## config.mk

```make
export PLATFORM = sky130hd
export DESIGN_NAME = first_fit_extent_allocator_core_flat
export DESIGN_NICKNAME = d
export VERILOG_FILES = /design/src/design/ffea_pkg.sv /design/src/design/ffea_req_if.sv /design/src/design/ffea_rsp_if.sv /design/src/design/ffea_csr_if.sv /design/src/design/first_fit_extent_allocator_core.sv /design/src/design/ffea_ctrl.sv /design/src/design/ffea_dpath.sv /design/src/flat_wrapper.sv
export SDC_FILE = /design/constraint.sdc
export NUM_CORES = 2
export LEC_CHECK = 0
export BUFFER_PORTS_ARGS = -buffer_cell sky130_fd_sc_hd__buf_2
export CORE_MARGIN = 1.5
export CORE_UTILIZATION = 55
export DETAILED_ROUTE_END_ITERATION = 10
export GPL_TIMING_DRIVEN = 0
export PLACE_DENSITY = 0.81
export SLEW_MARGIN = 20
export SYNTH_ARGS = -nofsm -noshare
export SYNTH_HDL_FRONTEND = slang
export SYNTH_HIERARCHICAL = 1
export SYNTH_SLANG_ARGS = --single-unit
```

## constraint.sdc

```tcl
create_clock -name clock -period 16.2 [get_ports clock]
set_clock_uncertainty 0.2 [all_clocks]
set_input_delay 0.81 -clock clock [delete_from_list [all_inputs] [get_ports clock]]
set_output_delay 0.81 -clock clock [all_outputs]
set_load 0.05 [all_outputs]
```

## src/design/ffea_pkg.sv

```systemverilog
`timescale 1ns / 1ps
`default_nettype none
package ffea_pkg;

   localparam int POOL_BLOCKS = 256;
   localparam int MAX_EXTENTS = 128;
   localparam int ADDR_W      = $clog2(MAX_EXTENTS);
   localparam int CNT_W       = ADDR_W + 1;

   // response status codes
   localparam logic [1:0] ST_OK        = 2'd0;
   localparam logic [1:0] ST_NO_SPACE  = 2'd1;
   localparam logic [1:0] ST_TABLE_FULL = 2'd2;

   localparam logic OP_ALLOC = 1'b0;
   localparam logic OP_FREE  = 1'b1;

   typedef enum logic [3:0] {
      S_INIT,
      S_IDLE,
      S_DISPATCH,
      S_A_RD,
      S_A_EVAL,
      S_R_RD,
      S_R_WR,
      S_F_RD,
      S_F_EVAL,
      S_F_DEC,
      S_I_RD,
      S_I_WR
   } state_type;

   typedef enum logic [1:0] {
      RD_NONE,
      RD_IDX,
      RD_IDX_P1,
      RD_IDX_M1
   } rd_sel_type;

   typedef enum logic [2:0] {
      WR_NONE,
      WR_TRIM,
      WR_COPY,
      WR_MERGE_BOTH,
      WR_MERGE_LO,
      WR_MERGE_HI,
      WR_INSERT
   } wr_sel_type;

   typedef enum logic [1:0] {
      IDX_HOLD,
      IDX_INC,
      IDX_DEC,
      IDX_CNT
   } idx_op_type;

   typedef struct packed {
      logic       init;
      logic       load;
      rd_sel_type rd_sel;
      wr_sel_type wr_sel;
      idx_op_type idx_op;
      logic       save_prev;
      logic       save_p;
      logic       cnt_inc;
      logic       cnt_dec;
      logic       res_set;
      logic [1:0] res_status;
      logic       res_grant;
   } cmd_type;

   typedef struct packed {
      logic op_free;
      logic n_zero;
      logic free_skip;
      logic idx_lt_cnt;
      logic idx_p1_lt_cnt;
      logic idx_gt_p;
      logic fits;
      logic exact;
      logic below;
      logic lo;
      logic hi;
      logic full;
      logic out_busy;
   } stat_type;

endpackage
`default_nettype wire

```

## src/design/ffea_req_if.sv

```systemverilog
`timescale 1ns / 1ps
`default_nettype none
interface ffea_req_if;
   logic       valid;
   logic       ready;
   logic       op;
   logic [7:0] start_index;
   logic [8:0] block_count;

   modport source (output valid, output op, output start_index, output block_count,
                   input ready);
   modport sink (input valid, input op, input start_index, input block_count,
                 output ready);
endinterface
`default_nettype wire

```

## src/design/ffea_rsp_if.sv

```systemverilog
`timescale 1ns / 1ps
`default_nettype none
interface ffea_rsp_if;
   logic       valid;
   logic       ready;
   logic [1:0] status;
   logic [7:0] alloc_start;

   modport source (output valid, output status, output alloc_start, input ready);
   modport sink (input valid, input status, input alloc_start, output ready);
endinterface
`default_nettype wire

```

## src/design/ffea_csr_if.sv

```systemverilog
`timescale 1ns / 1ps
`default_nettype none
interface ffea_csr_if;
   logic       valid;
   logic       ready;
   logic [8:0] data;

   modport source (output valid, output data, input ready);
   modport sink (input valid, input data, output ready);
endinterface
`default_nettype wire

```

## src/design/first_fit_extent_allocator_core.sv

```systemverilog
`timescale 1ns / 1ps
`default_nettype none
// Channel  Dir  Modport  Payload
// req_ch   in   sink     op, start_index, block_count
// rsp_ch   out  source   status, alloc_start
// csr_ch   in   sink     data (mem_size)
//
// One item at a time: each extent scanned takes a read step and an evaluate step, and
// each entry shifted on a remove or insert takes a read step and a write step.
// The scan and shift walk the extent table memory one entry at a time.
// Reset (synchronous) and every mem_size write rebuild the table in the S_INIT state.
// A pending result in the output register holds off the next item only until taken.
// A mem_size write is taken only while the controller is idle between items.
module first_fit_extent_allocator_core (
   input wire logic clock,
   input wire logic reset,
   ffea_req_if.sink   req_ch,
   ffea_rsp_if.source rsp_ch,
   ffea_csr_if.sink   csr_ch
);
   import ffea_pkg::*;

   cmd_type  cmd;
   stat_type stat;
   logic     csr_write;
   logic     csr_ready;

   // configuration is taken between items
   assign csr_ch.ready = csr_ready;
   assign csr_write    = csr_ch.valid && csr_ready;

   ffea_ctrl u_ctrl (
      .clock     (clock),
      .reset     (reset),
      .req_valid (req_ch.valid),
      .csr_write (csr_write),
      .stat      (stat),
      .req_ready (req_ch.ready),
      .csr_ready (csr_ready),
      .cmd       (cmd)
   );

   ffea_dpath u_dpath (
      .clock           (clock),
      .reset           (reset),
      .cmd             (cmd),
      .csr_write       (csr_write),
      .csr_data        (csr_ch.data),
      .req_op          (req_ch.op),
      .req_start_index (req_ch.start_index),
      .req_block_count (req_ch.block_count),
      .rsp_ready       (rsp_ch.ready),
      .rsp_valid       (rsp_ch.valid),
      .rsp_status      (rsp_ch.status),
      .rsp_alloc_start (rsp_ch.alloc_start),
      .stat            (stat)
   );

endmodule
`default_nettype wire

```

## src/design/ffea_ctrl.sv

```systemverilog
`timescale 1ns / 1ps
`default_nettype none
module ffea_ctrl (
   input  wire logic              clock,
   input  wire logic              reset,
   input  wire logic              req_valid,
   input  wire logic              csr_write,
   input  wire ffea_pkg::stat_type stat,
   output logic                   req_ready,
   output logic                   csr_ready,
   output ffea_pkg::cmd_type      cmd
);
   import ffea_pkg::*;

   state_type state_ff, state_in;

   // take a size write only between items
   assign csr_ready = (state_ff == S_IDLE);

   // hold state
   always_ff @(posedge clock) begin
      if (reset) begin
         state_ff <= S_INIT;
      end else begin
         state_ff <= state_in;
      end
   end

   // next state and commands
   always_comb begin
      state_in       = state_ff;
      req_ready      = 1'b0;
      cmd.init       = 1'b0;
      cmd.load       = 1'b0;
      cmd.rd_sel     = RD_NONE;
      cmd.wr_sel     = WR_NONE;
      cmd.idx_op     = IDX_HOLD;
      cmd.save_prev  = 1'b0;
      cmd.save_p     = 1'b0;
      cmd.cnt_inc    = 1'b0;
      cmd.cnt_dec    = 1'b0;
      cmd.res_set    = 1'b0;
      cmd.res_status = ST_OK;
      cmd.res_grant  = 1'b0;
      case (state_ff)
         S_INIT: begin
            cmd.init = 1'b1;
            state_in = S_IDLE;
         end
         S_IDLE: begin
            req_ready = !stat.out_busy && !csr_write;
            if (req_valid && !stat.out_busy && !csr_write) begin
               cmd.load = 1'b1;
               state_in = S_DISPATCH;
            end
         end
         S_DISPATCH: begin
            if (!stat.op_free) begin
               if (stat.n_zero) begin
                  cmd.res_set    = 1'b1;
                  cmd.res_status = ST_NO_SPACE;
                  state_in       = S_IDLE;
               end else begin
                  state_in = S_A_RD;
               end
            end else if (stat.free_skip) begin
               cmd.res_set = 1'b1;
               state_in    = S_IDLE;
            end else begin
               state_in = S_F_RD;
            end
         end
         S_A_RD: begin
            if (stat.idx_lt_cnt) begin
               cmd.rd_sel = RD_IDX;
               state_in   = S_A_EVAL;
            end else begin
               cmd.res_set    = 1'b1;
               cmd.res_status = ST_NO_SPACE;
               state_in       = S_IDLE;
            end
         end
         S_A_EVAL: begin
            if (stat.fits) begin
               cmd.res_set   = 1'b1;
               cmd.res_grant = 1'b1;
               if (stat.exact) begin
                  state_in = S_R_RD;
               end else begin
                  cmd.wr_sel = WR_TRIM;
                  state_in   = S_IDLE;
               end
            end else begin
               cmd.idx_op = IDX_INC;
               state_in   = S_A_RD;
            end
         end
         // close the gap at idx, one entry per read and write step
         S_R_RD: begin
            if (stat.idx_p1_lt_cnt) begin
               cmd.rd_sel = RD_IDX_P1;
               state_in   = S_R_WR;
            end else begin
               cmd.cnt_dec = 1'b1;
               state_in    = S_IDLE;
            end
         end
         S_R_WR: begin
            cmd.wr_sel = WR_COPY;
            cmd.idx_op = IDX_INC;
            state_in   = S_R_RD;
         end
         S_F_RD: begin
            if (stat.idx_lt_cnt) begin
               cmd.rd_sel = RD_IDX;
               state_in   = S_F_EVAL;
            end else begin
               state_in = S_F_DEC;
            end
         end
         S_F_EVAL: begin
            if (stat.below) begin
               cmd.save_prev = 1'b1;
               cmd.idx_op    = IDX_INC;
               state_in      = S_F_RD;
            end else begin
               state_in = S_F_DEC;
            end
         end
         S_F_DEC: begin
            cmd.res_set = 1'b1;
            if (stat.lo && stat.hi) begin
               cmd.wr_sel = WR_MERGE_BOTH;
               state_in   = S_R_RD;
            end else if (stat.lo) begin
               cmd.wr_sel = WR_MERGE_LO;
               state_in   = S_IDLE;
            end else if (stat.hi) begin
               cmd.wr_sel = WR_MERGE_HI;
               state_in   = S_IDLE;
            end else if (stat.full) begin
               cmd.res_status = ST_TABLE_FULL;
               state_in       = S_IDLE;
            end else begin
               cmd.save_p = 1'b1;
               cmd.idx_op = IDX_CNT;
               state_in   = S_I_RD;
            end
         end
         // open a gap at p, top entry first
         S_I_RD: begin
            if (stat.idx_gt_p) begin
               cmd.rd_sel = RD_IDX_M1;
               state_in   = S_I_WR;
            end else begin
               cmd.wr_sel  = WR_INSERT;
               cmd.cnt_inc = 1'b1;
               state_in    = S_IDLE;
            end
         end
         S_I_WR: begin
            cmd.wr_sel = WR_COPY;
            cmd.idx_op = IDX_DEC;
            state_in   = S_I_RD;
         end
         default: begin
            state_in = S_INIT;
         end
      endcase
      // a size write restarts the table
      if (csr_write) begin
         state_in = S_INIT;
      end
   end

endmodule
`default_nettype wire

```

## src/design/ffea_dpath.sv

```systemverilog
`timescale 1ns / 1ps
`default_nettype none
module ffea_dpath (
   input  wire logic              clock,
   input  wire logic              reset,
   input  wire ffea_pkg::cmd_type cmd,
   input  wire logic              csr_write,
   input  wire logic [8:0]        csr_data,
   input  wire logic              req_op,
   input  wire logic [7:0]        req_start_index,
   input  wire logic [8:0]        req_block_count,
   input  wire logic              rsp_ready,
   output logic                   rsp_valid,
   output logic [1:0]             rsp_status,
   output logic [7:0]             rsp_alloc_start,
   output ffea_pkg::stat_type     stat
);
   import ffea_pkg::*;

   logic [15:0]       ext_mem [MAX_EXTENTS];
   logic [15:0]       rd_data_ff;
   logic [8:0]        mem_size_ff;
   logic [CNT_W-1:0]  count_ff, count_in;
   logic [CNT_W-1:0]  idx_ff, idx_in;
   logic [CNT_W-1:0]  p_ff;
   logic              op_ff;
   logic [7:0]        s_ff;
   logic [8:0]        n_ff;
   logic [7:0]        prev_first_ff, prev_last_ff;
   logic              rsp_valid_ff;
   logic [1:0]        rsp_status_ff;
   logic [7:0]        rsp_start_ff;

   logic [7:0]        cur_first, cur_last;
   logic [8:0]        sz, len;
   logic [9:0]        run_end;
   logic [7:0]        e;
   logic [CNT_W-1:0]  idx_p1, idx_m1;
   logic              rd_en, wr_en;
   logic [ADDR_W-1:0] rd_addr, wr_addr;
   logic [15:0]       wr_data;

   assign cur_first = rd_data_ff[15:8];
   assign cur_last  = rd_data_ff[7:0];
   assign idx_p1    = idx_ff + 1'b1;
   assign idx_m1    = idx_ff - 1'b1;

   // clamp pool size and cut the freed run at the pool end
   assign sz      = (mem_size_ff > 9'(POOL_BLOCKS)) ? 9'(POOL_BLOCKS) : mem_size_ff;
   assign len     = {1'b0, cur_last} - {1'b0, cur_first} + 9'd1;
   assign run_end = {2'b00, s_ff} + {1'b0, n_ff} - 10'd1;
   assign e       = (run_end > {1'b0, sz - 9'd1}) ? 8'(sz - 9'd1) : run_end[7:0];

   // status toward the controller
   always_comb begin
      stat.op_free       = op_ff;
      stat.n_zero        = (n_ff == 9'd0);
      stat.free_skip     = (n_ff == 9'd0) || ({1'b0, s_ff} >= sz);
      stat.idx_lt_cnt    = (idx_ff < count_ff);
      stat.idx_p1_lt_cnt = ({1'b0, idx_ff} + 1'b1) < {1'b0, count_ff};
      stat.idx_gt_p      = (idx_ff > p_ff);
      stat.fits          = (len >= n_ff);
      stat.exact         = (len == n_ff);
      stat.below         = (cur_first < s_ff);
      stat.lo            = (idx_ff != '0) && (({1'b0, prev_last_ff} + 9'd1) == {1'b0, s_ff});
      stat.hi            = (idx_ff < count_ff) && ({1'b0, cur_first} == ({1'b0, e} + 9'd1));
      stat.full          = (count_ff >= CNT_W'(MAX_EXTENTS));
      stat.out_busy      = rsp_valid_ff && !rsp_ready;
   end

   // select read address
   always_comb begin
      rd_en   = 1'b1;
      rd_addr = idx_ff[ADDR_W-1:0];
      case (cmd.rd_sel)
         RD_NONE:   rd_en = 1'b0;
         RD_IDX:    rd_addr = idx_ff[ADDR_W-1:0];
         RD_IDX_P1: rd_addr = idx_p1[ADDR_W-1:0];
         RD_IDX_M1: rd_addr = idx_m1[ADDR_W-1:0];
         default:   rd_en = 1'b0;
      endcase
   end

   // select write address and data
   always_comb begin
      wr_en   = 1'b1;
      wr_addr = idx_ff[ADDR_W-1:0];
      wr_data = rd_data_ff;
      if (cmd.init) begin
         wr_addr = '0;
         wr_data = {8'd0, 8'(sz - 9'd1)};
      end else begin
         case (cmd.wr_sel)
            WR_NONE: wr_en = 1'b0;
            WR_TRIM: wr_data = {cur_first + n_ff[7:0], cur_last};
            WR_COPY: wr_data = rd_data_ff;
            WR_MERGE_BOTH: begin
               wr_addr = idx_m1[ADDR_W-1:0];
               wr_data = {prev_first_ff, cur_last};
            end
            WR_MERGE_LO: begin
               wr_addr = idx_m1[ADDR_W-1:0];
               wr_data = {prev_first_ff, e};
            end
            WR_MERGE_HI: wr_data = {s_ff, cur_last};
            WR_INSERT:   wr_data = {s_ff, e};
            default:     wr_en = 1'b0;
         endcase
      end
   end

   // extent table
   always_ff @(posedge clock) begin
      if (wr_en) begin
         ext_mem[wr_addr] <= wr_data;
      end
      if (rd_en) begin
         rd_data_ff <= ext_mem[rd_addr];
      end
   end

   // advance the index and extent count
   always_comb begin
      idx_in = idx_ff;
      case (cmd.idx_op)
         IDX_HOLD: idx_in = idx_ff;
         IDX_INC:  idx_in = idx_p1;
         IDX_DEC:  idx_in = idx_m1;
         IDX_CNT:  idx_in = count_ff;
         default:  idx_in = idx_ff;
      endcase
      if (cmd.load) begin
         idx_in = '0;
      end
      count_in = count_ff;
      if (cmd.init) begin
         count_in = (sz != 9'd0) ? CNT_W'(1) : '0;
      end else if (cmd.cnt_inc) begin
         count_in = count_ff + 1'b1;
      end else if (cmd.cnt_dec) begin
         count_in = count_ff - 1'b1;
      end
   end

   // control registers
   always_ff @(posedge clock) begin
      if (reset) begin
         mem_size_ff  <= 9'(POOL_BLOCKS);
         count_ff     <= '0;
         idx_ff       <= '0;
         rsp_valid_ff <= 1'b0;
      end else begin
         if (csr_write) begin
            mem_size_ff <= csr_data;
         end
         count_ff <= count_in;
         idx_ff   <= idx_in;
         if (cmd.res_set) begin
            rsp_valid_ff <= 1'b1;
         end else if (rsp_ready) begin
            rsp_valid_ff <= 1'b0;
         end
      end
   end

   // payload registers
   always_ff @(posedge clock) begin
      if (cmd.load) begin
         op_ff <= req_op;
         s_ff  <= req_start_index;
         n_ff  <= req_block_count;
      end
      if (cmd.save_prev) begin
         prev_first_ff <= cur_first;
         prev_last_ff  <= cur_last;
      end
      if (cmd.save_p) begin
         p_ff <= idx_ff;
      end
      if (cmd.res_set) begin
         rsp_status_ff <= cmd.res_status;
         rsp_start_ff  <= cmd.res_grant ? cur_first : 8'd0;
      end
   end

   assign rsp_valid       = rsp_valid_ff;
   assign rsp_status      = rsp_status_ff;
   assign rsp_alloc_start = rsp_start_ff;

   a_count_bound: assert property (@(posedge clock) disable iff (reset)
      count_ff <= CNT_W'(MAX_EXTENTS))
      else $error("extent count above table depth");
   a_insert_room: assert property (@(posedge clock) disable iff (reset)
      (cmd.wr_sel == WR_INSERT) |-> !stat.full)
      else $error("insert into a full table");
   a_count_inc: assert property (@(posedge clock) disable iff (reset)
      (cmd.cnt_inc && !cmd.init && !csr_write) |=> count_ff == $past(count_ff) + 1'b1)
      else $error("extent count did not advance on insert");

endmodule
`default_nettype wire
```

## src/flat_wrapper.sv

```systemverilog
// flat-port wrapper written by rule: the top's interface ports become plain ports
module first_fit_extent_allocator_core_flat import ffea_pkg::*;
  (clock, reset, req_ch_valid, req_ch_op, req_ch_start_index, req_ch_block_count, req_ch_ready, rsp_ch_valid, rsp_ch_status, rsp_ch_alloc_start, rsp_ch_ready, csr_ch_valid, csr_ch_data, csr_ch_ready);
  ffea_req_if req_ch_i ();
  ffea_rsp_if rsp_ch_i ();
  ffea_csr_if csr_ch_i ();
  input wire logic clock;
  input wire logic reset;
  input wire logic [$bits(req_ch_i.valid)-1:0] req_ch_valid;
  input wire logic [$bits(req_ch_i.op)-1:0] req_ch_op;
  input wire logic [$bits(req_ch_i.start_index)-1:0] req_ch_start_index;
  input wire logic [$bits(req_ch_i.block_count)-1:0] req_ch_block_count;
  output wire logic [$bits(req_ch_i.ready)-1:0] req_ch_ready;
  output wire logic [$bits(rsp_ch_i.valid)-1:0] rsp_ch_valid;
  output wire logic [$bits(rsp_ch_i.status)-1:0] rsp_ch_status;
  output wire logic [$bits(rsp_ch_i.alloc_start)-1:0] rsp_ch_alloc_start;
  input wire logic [$bits(rsp_ch_i.ready)-1:0] rsp_ch_ready;
  input wire logic [$bits(csr_ch_i.valid)-1:0] csr_ch_valid;
  input wire logic [$bits(csr_ch_i.data)-1:0] csr_ch_data;
  output wire logic [$bits(csr_ch_i.ready)-1:0] csr_ch_ready;
  assign req_ch_i.valid = req_ch_valid;
  assign req_ch_i.op = req_ch_op;
  assign req_ch_i.start_index = req_ch_start_index;
  assign req_ch_i.block_count = req_ch_block_count;
  assign req_ch_ready = req_ch_i.ready;
  assign rsp_ch_valid = rsp_ch_i.valid;
  assign rsp_ch_status = rsp_ch_i.status;
  assign rsp_ch_alloc_start = rsp_ch_i.alloc_start;
  assign rsp_ch_i.ready = rsp_ch_ready;
  assign csr_ch_i.valid = csr_ch_valid;
  assign csr_ch_i.data = csr_ch_data;
  assign csr_ch_ready = csr_ch_i.ready;
  first_fit_extent_allocator_core u_core (.clock(clock), .reset(reset), .req_ch(req_ch_i), .rsp_ch(rsp_ch_i), .csr_ch(csr_ch_i));
endmodule
```

## After elaboration in Yosys (flattened, before gate mapping)

Memory sizes are Yosys's and may differ from the RTL's. A register that Yosys moved wholly into a read port is not among the register bits.
Index checks and enable logic that the tools add are counted.

- Bits of input ports: 32
- Logic and storage cells: 168
- Output and inout bits: 13
- Register bits after elaboration: 82
- Memories: 1
- Memory bits (writable): 2048

- Equality and inequality tests: 26
- Multiplexer cells: 79
- Reduce and logical (&&, ||, !) cells: 27
- Add/subtract/negate cells: 13
- $lt $le $gt $ge: 9

Memories:

| memory | words | bits a word | rd ports | clocked after memory_dff | write ports | line | RTL |
|---|---|---|---|---|---|---|---|
| u_core.u_dpath.ext_mem | 128 | 16 | 1 | 1 | 1 | ffea_dpath.sv:20 | `logic [15:0] ext_mem [MAX_EXTENTS];` |

Operator list:

| cell | count |
|---|---|
| $pmux 16 s5 | 1 |
| $pmux 4 s12 | 1 |
| $mux 3 | 12 |
| $mux 4 | 8 |
| $mux 8 | 4 |
| $mux 1 | 29 |
| $add 8x1->9 const B | 3 |
| $mux 2 | 13 |
| $pmux 8 s3 | 1 |
| $add 8x1->8 const B | 2 |
| $eq 4x3->1 const B | 4 |
| $eq 4x4->1 const B | 4 |
| $lt 8x8->1 | 2 |
| $mux 16 | 1 |
| $sub 8x1->8 const B | 2 |
| $mux 7 | 2 |
| $pmux 7 s2 | 1 |
| $pmux 2 s3 | 2 |
| $pmux 3 s4 | 1 |
| $add 8x9->10 | 1 |
| $gt 10x9->1 | 1 |
| $pmux 2 s5 | 1 |
| $reduce_or 2->1 | 5 |
| $sub 10x1->10 const B | 1 |
| other kinds (34) | 52 |

## Longest topological paths before layout

- Word-level depth: 18
- Depth in mapped cells: 40
- Depth with buffers taken out: 39

## By module

Netlist, hierarchy kept.

By module, submodules not included:

| module | seq. area each (sq um) | times used | area an instance (sq um) | cells each |
|---|---|---|---|---|
| ffea_dpath | 64061.4 | 1 | 86417.9 | 4085 |
| ffea_ctrl | 80.1 | 1 | 686.9 | 98 |
| first_fit_extent_allocator_core | 0.0 | 1 | 6.3 | 1 |

## Least setup slack after synthesis

OpenSTA, ideal clock, no wires.

- Kind: flip-flop to flip-flop
- Start point: register u_core.u_dpath.s_ff[1]
- End point: memory u_core.u_dpath.ext_mem[0][15], data pin
- Clock period less this slack: 13774 ps
- Path buffers: 1
- Setup slack: 2426 ps
- Setup time: 1230 ps
- Data required time: 14770 ps
- Stages on the path, launching flop included: 35
- Arrival time: 12344 ps
- Cell sequence: edfxtp_1 inv_1 ha_1 inv_1 ha_1 inv_1 fa_1 and2b_1 o22a_1 xor2_2 ha_1 nand4_1 o21bai_1 a311oi_1 a21o_1 a221o_1 o21ai_0 and2_1 ha_1 nand3_1 or4b_2 nor2_1 a211o_1 nand4_1 a2111oi_2 ha_1 o21ai_0 o21ai_0 nand2_1 o21ai_0 buf_1 mux2i_1 a21oi_1 a21oi_1 a211oi_1

RTL lines:

| item | line | RTL |
|---|---|---|
| from (decl) | ffea_dpath.sv:27 | `logic [7:0] s_ff;` |
| from (signal assigned) | ffea_dpath.sv:170 | `s_ff <= req_start_index;` |
| to (decl) | ffea_dpath.sv:20 |  |

==> impl_metrics.tcl <==
set metrics [dict create \
    outcome "completed" \
    drv_cap 0 \
    dr.pass1.iters 7 \
    die_x_um 401 \
    crit_type "reg -> reg" \
    path_clk_slew_ps 60 \
    synthSimpleGateAreaFrac_pct 3.24 \
    seq_area_frac_synth_pct 73.6 \
    crit_path_max_incr_delay_ps 950 \
    drt_iter0_markers 8395 \
    synth-async-reset-ratio_pct 0 \
    fmax_mhz 80.0 \
    max_slew_margin_pct 17.5 \
    slowest_stage "nor2_2" \
    synth_area_um2 87100 \
    drive_above_1_share_pct 29.8 \
    met2_usage_pct 48.8 \
    grt_usage_pct 31.1 \
    clockRootBuffer "clkbuf_16" \
    grt_first_pass_wirelength_um 355000 \
    detail_route.wl_per_cell_um 36.3 \
    syn_inst 4184 \
    synth_largest_area_cell "edfxtp_1" \
    synthMuxAreaShare_pct 17.2 \
    maxSlewViolCount 0 \
    synth_top_area_share_pct 72.9 \
    fin_crit_ps 12510 \
    synth_compound_area_share_pct 2.10 \
    via_per_inst 7.03 \
    synth.most_common_cell "edfxtp_1" \
    synthTopCellsByCount "2116 x edfxtp_1, 647 x mux4_2, 218 x nor2_1, 166 x nand2_1, 113 x clkbuf_1" \
    drc 0 \
    syn2layout_area_growth_pct 14.9 \
    yosys-top-cells-area "edfxtp_1 73%, mux4_2 17%, ha_1 1.5%" \
    final_nets 4788 \
    start_util_pct 55.6 \
    cts_tree "built" \
    end_kind "register" \
    synth_flop_cell "edfxtp_1" \
    stdcell_area_um2 100000 \
    worstMarginPinSlew_ps 1240 \
    cts_setup_buffers 0 \
    synth_xor_area_share_pct 0.750 \
    worstSetupStartpointType "register" \
    crit_top_cell "ha_1" \
    grtUsageMet3_pct 8.38 \
    hpwlAfterDp_um 155000 \
    first_global_vias 48100 \
    gp_congestion 0.929 \
    grt_use_met1_pct 39.7 \
    core-area_um2 157000 \
    critPathRequiredTime_ps 16450 \
    grt-ovfl-total 0 \
    drt-total-wl_um 249000 \
    synth_seq_cells 2146 \
    synth_fp_nets 4327 \
    clock_sinks 2146 \
    p_leak_nw 32.8 \
    syn_area_per_cell_um2 20.8 \
    yosysWarnings 6 \
    io_pins 45 \
    io_buffers 44 \
    synth-adder-area-share_pct 1.63 \
    grt_setup_unrepaired "false" \
    hold_class "in -> reg" \
    total_power_mw 13.1 \
    grt-busiest-layer "met2" \
    crit_arrival_ps 12760 \
    clk_latency_ps 870 \
    period_share_pct 77.2 \
    crit_fanout 16 \
    finalSetupViolations 0 \
    fin_util_pct 63.8 \
    cts_buffer_depth 3 \
    grt_start_max_net_pins 41 \
    chipHeight_um 401 \
    die_area_um2 161000 \
    synth_top_family_by_area "multiplexers" \
    num_rows 145 \
    cts_buffers 199 \
    ant_nets 0 \
    peakVddDrop_mv 0.115 \
    powerDensity_nw_per_um2 130 \
    final_hold_viol_count 0 \
    placed_cell_area_um2 93600 \
    via_count 48200 \
    synth-edff-count 2116 \
    fill_cells 9470 \
    htreeDepth 4 \
    synth_cell_types 87 \
    antenna_found_initial 16 \
]
path summary, 6_finish.rpt:
path                                                              from  depth (start not counted)                                         end  slack (ps)
worst max register to register        u_core/u_dpath/n_ff[1]$_DFFE_PP_                         37    u_core/u_dpath/ext_mem[102][8]$_DFFE_PP_        3690
worst min-delay path                                    csr_ch_data[3]                          3  u_core/u_dpath/mem_size_ff[3]$_SDFFE_PP0P_          40
worst max-delay path                  u_core/u_dpath/n_ff[1]$_DFFE_PP_                         37    u_core/u_dpath/ext_mem[102][8]$_DFFE_PP_        3690
worst min register to register  u_core/u_dpath/rd_data_ff[1]$_DFFE_PP_                          0    u_core/u_dpath/prev_last_ff[1]$_DFFE_PP_         310
routing by layer:
layer  vias up  wire (µm)
met2      4485     117000
met5         -         71
met3       981      33500
li1      18300          -
met1     24400      80900
met4        12      17400
placed cells by master, fill, tap and decap left out, types with 26 or more instances in the layout:
master / n
o21ai_0: 33
nand2_1: 166
ha_1: 107
clkbuf_16: 204
nor2_1: 83
buf_16: 39
clkinv_2: 26
nand3_1: 54
buf_12: 26
inv_1: 91
nor2_2: 127
buf_8: 49
mux2i_1: 37
dfxtp_1: 30
a21o_1: 29
buf_2: 119
mux4_2: 647
xnor2_1: 48
a21oi_1: 60
buf_6: 76
clkbuf_1: 142
clkinv_1: 41
edfxtp_1: 2116
report_power, final:
group | leakage [nW] | switching [mW] | internal (mW) | total [mW]
registers | 19.3 | 0.0343 | 6.56 | 6.60
clock network | 2.98 | 2.08 | 2.49 | 4.57
logic | 10.5 | 1.22 | 0.671 | 1.89
registers in the layout (all words and copies together), names as in the netlist, 8 cells and up:
signal	cells
u_core/u_dpath/ext_mem	2048
u_core/u_dpath/idx_ff	8
u_core/u_dpath/mem_size_ff	9
u_core/u_dpath/n_ff	9
u_core/u_dpath/prev_first_ff	8
u_core/u_dpath/rd_data_ff	16
u_core/u_dpath/s_ff	8
u_core/u_dpath/prev_last_ff	8
u_core/u_dpath/count_ff	8
u_core/u_dpath/p_ff	8
u_core/u_dpath/rsp_alloc_start	8
per-stage QoR:
step / hold WS [ps] / setup WS (ps) / cells / setup TNS [ps]
finish: 38.6 / 3690 / 6862 / 0
detailed placement: 309 / 4100 / 6476 / 0
global placement: 281 / -5680 / 6286 / -3030770
floorplan: 226 / 2430 / 4184 / 0
global route: 44.1 / 3340 / 6853 / 0
CTS: 9.35 / 3880 / 6852 / 0
timing repair:
item	CTS	global route
endpoints found under the hold margin	25	0
hold buffers	25	0
gates resized for setup	0	0
kinds of logic after synthesis:
group           count (synthesis)
mux                           690
xor+xnor                       72
simple gates                  609
compound gates                260
flops                        2146
buf+inv                       296
fa+ha+maj                     111
final cells by class:
cell class,instances,area [µm²],area share [%]
timing repair buffer,260,3650,3.65
inverter,91,342,0.341
multi-input combinational,1742,22300,22.3
antenna,9,22.5,0.0225
clock buffer,243,5250,5.25
sequential,2146,64100,64.1
buffer,205,903,0.903
tap,2058,2570,2.57
clock inverter,108,916,0.915
worst max-delay path: cells and delay by family (launching register included):
kind / cells / cell delay (ps)
compound gates: 15 / 4890
xor+xnor: 2 / 530
fa+ha+maj: 6 / 1910
buf+inv: 4 / 980
flops: 1 / 520
simple gates: 10 / 3060
(Power assumes the default switching activity.)
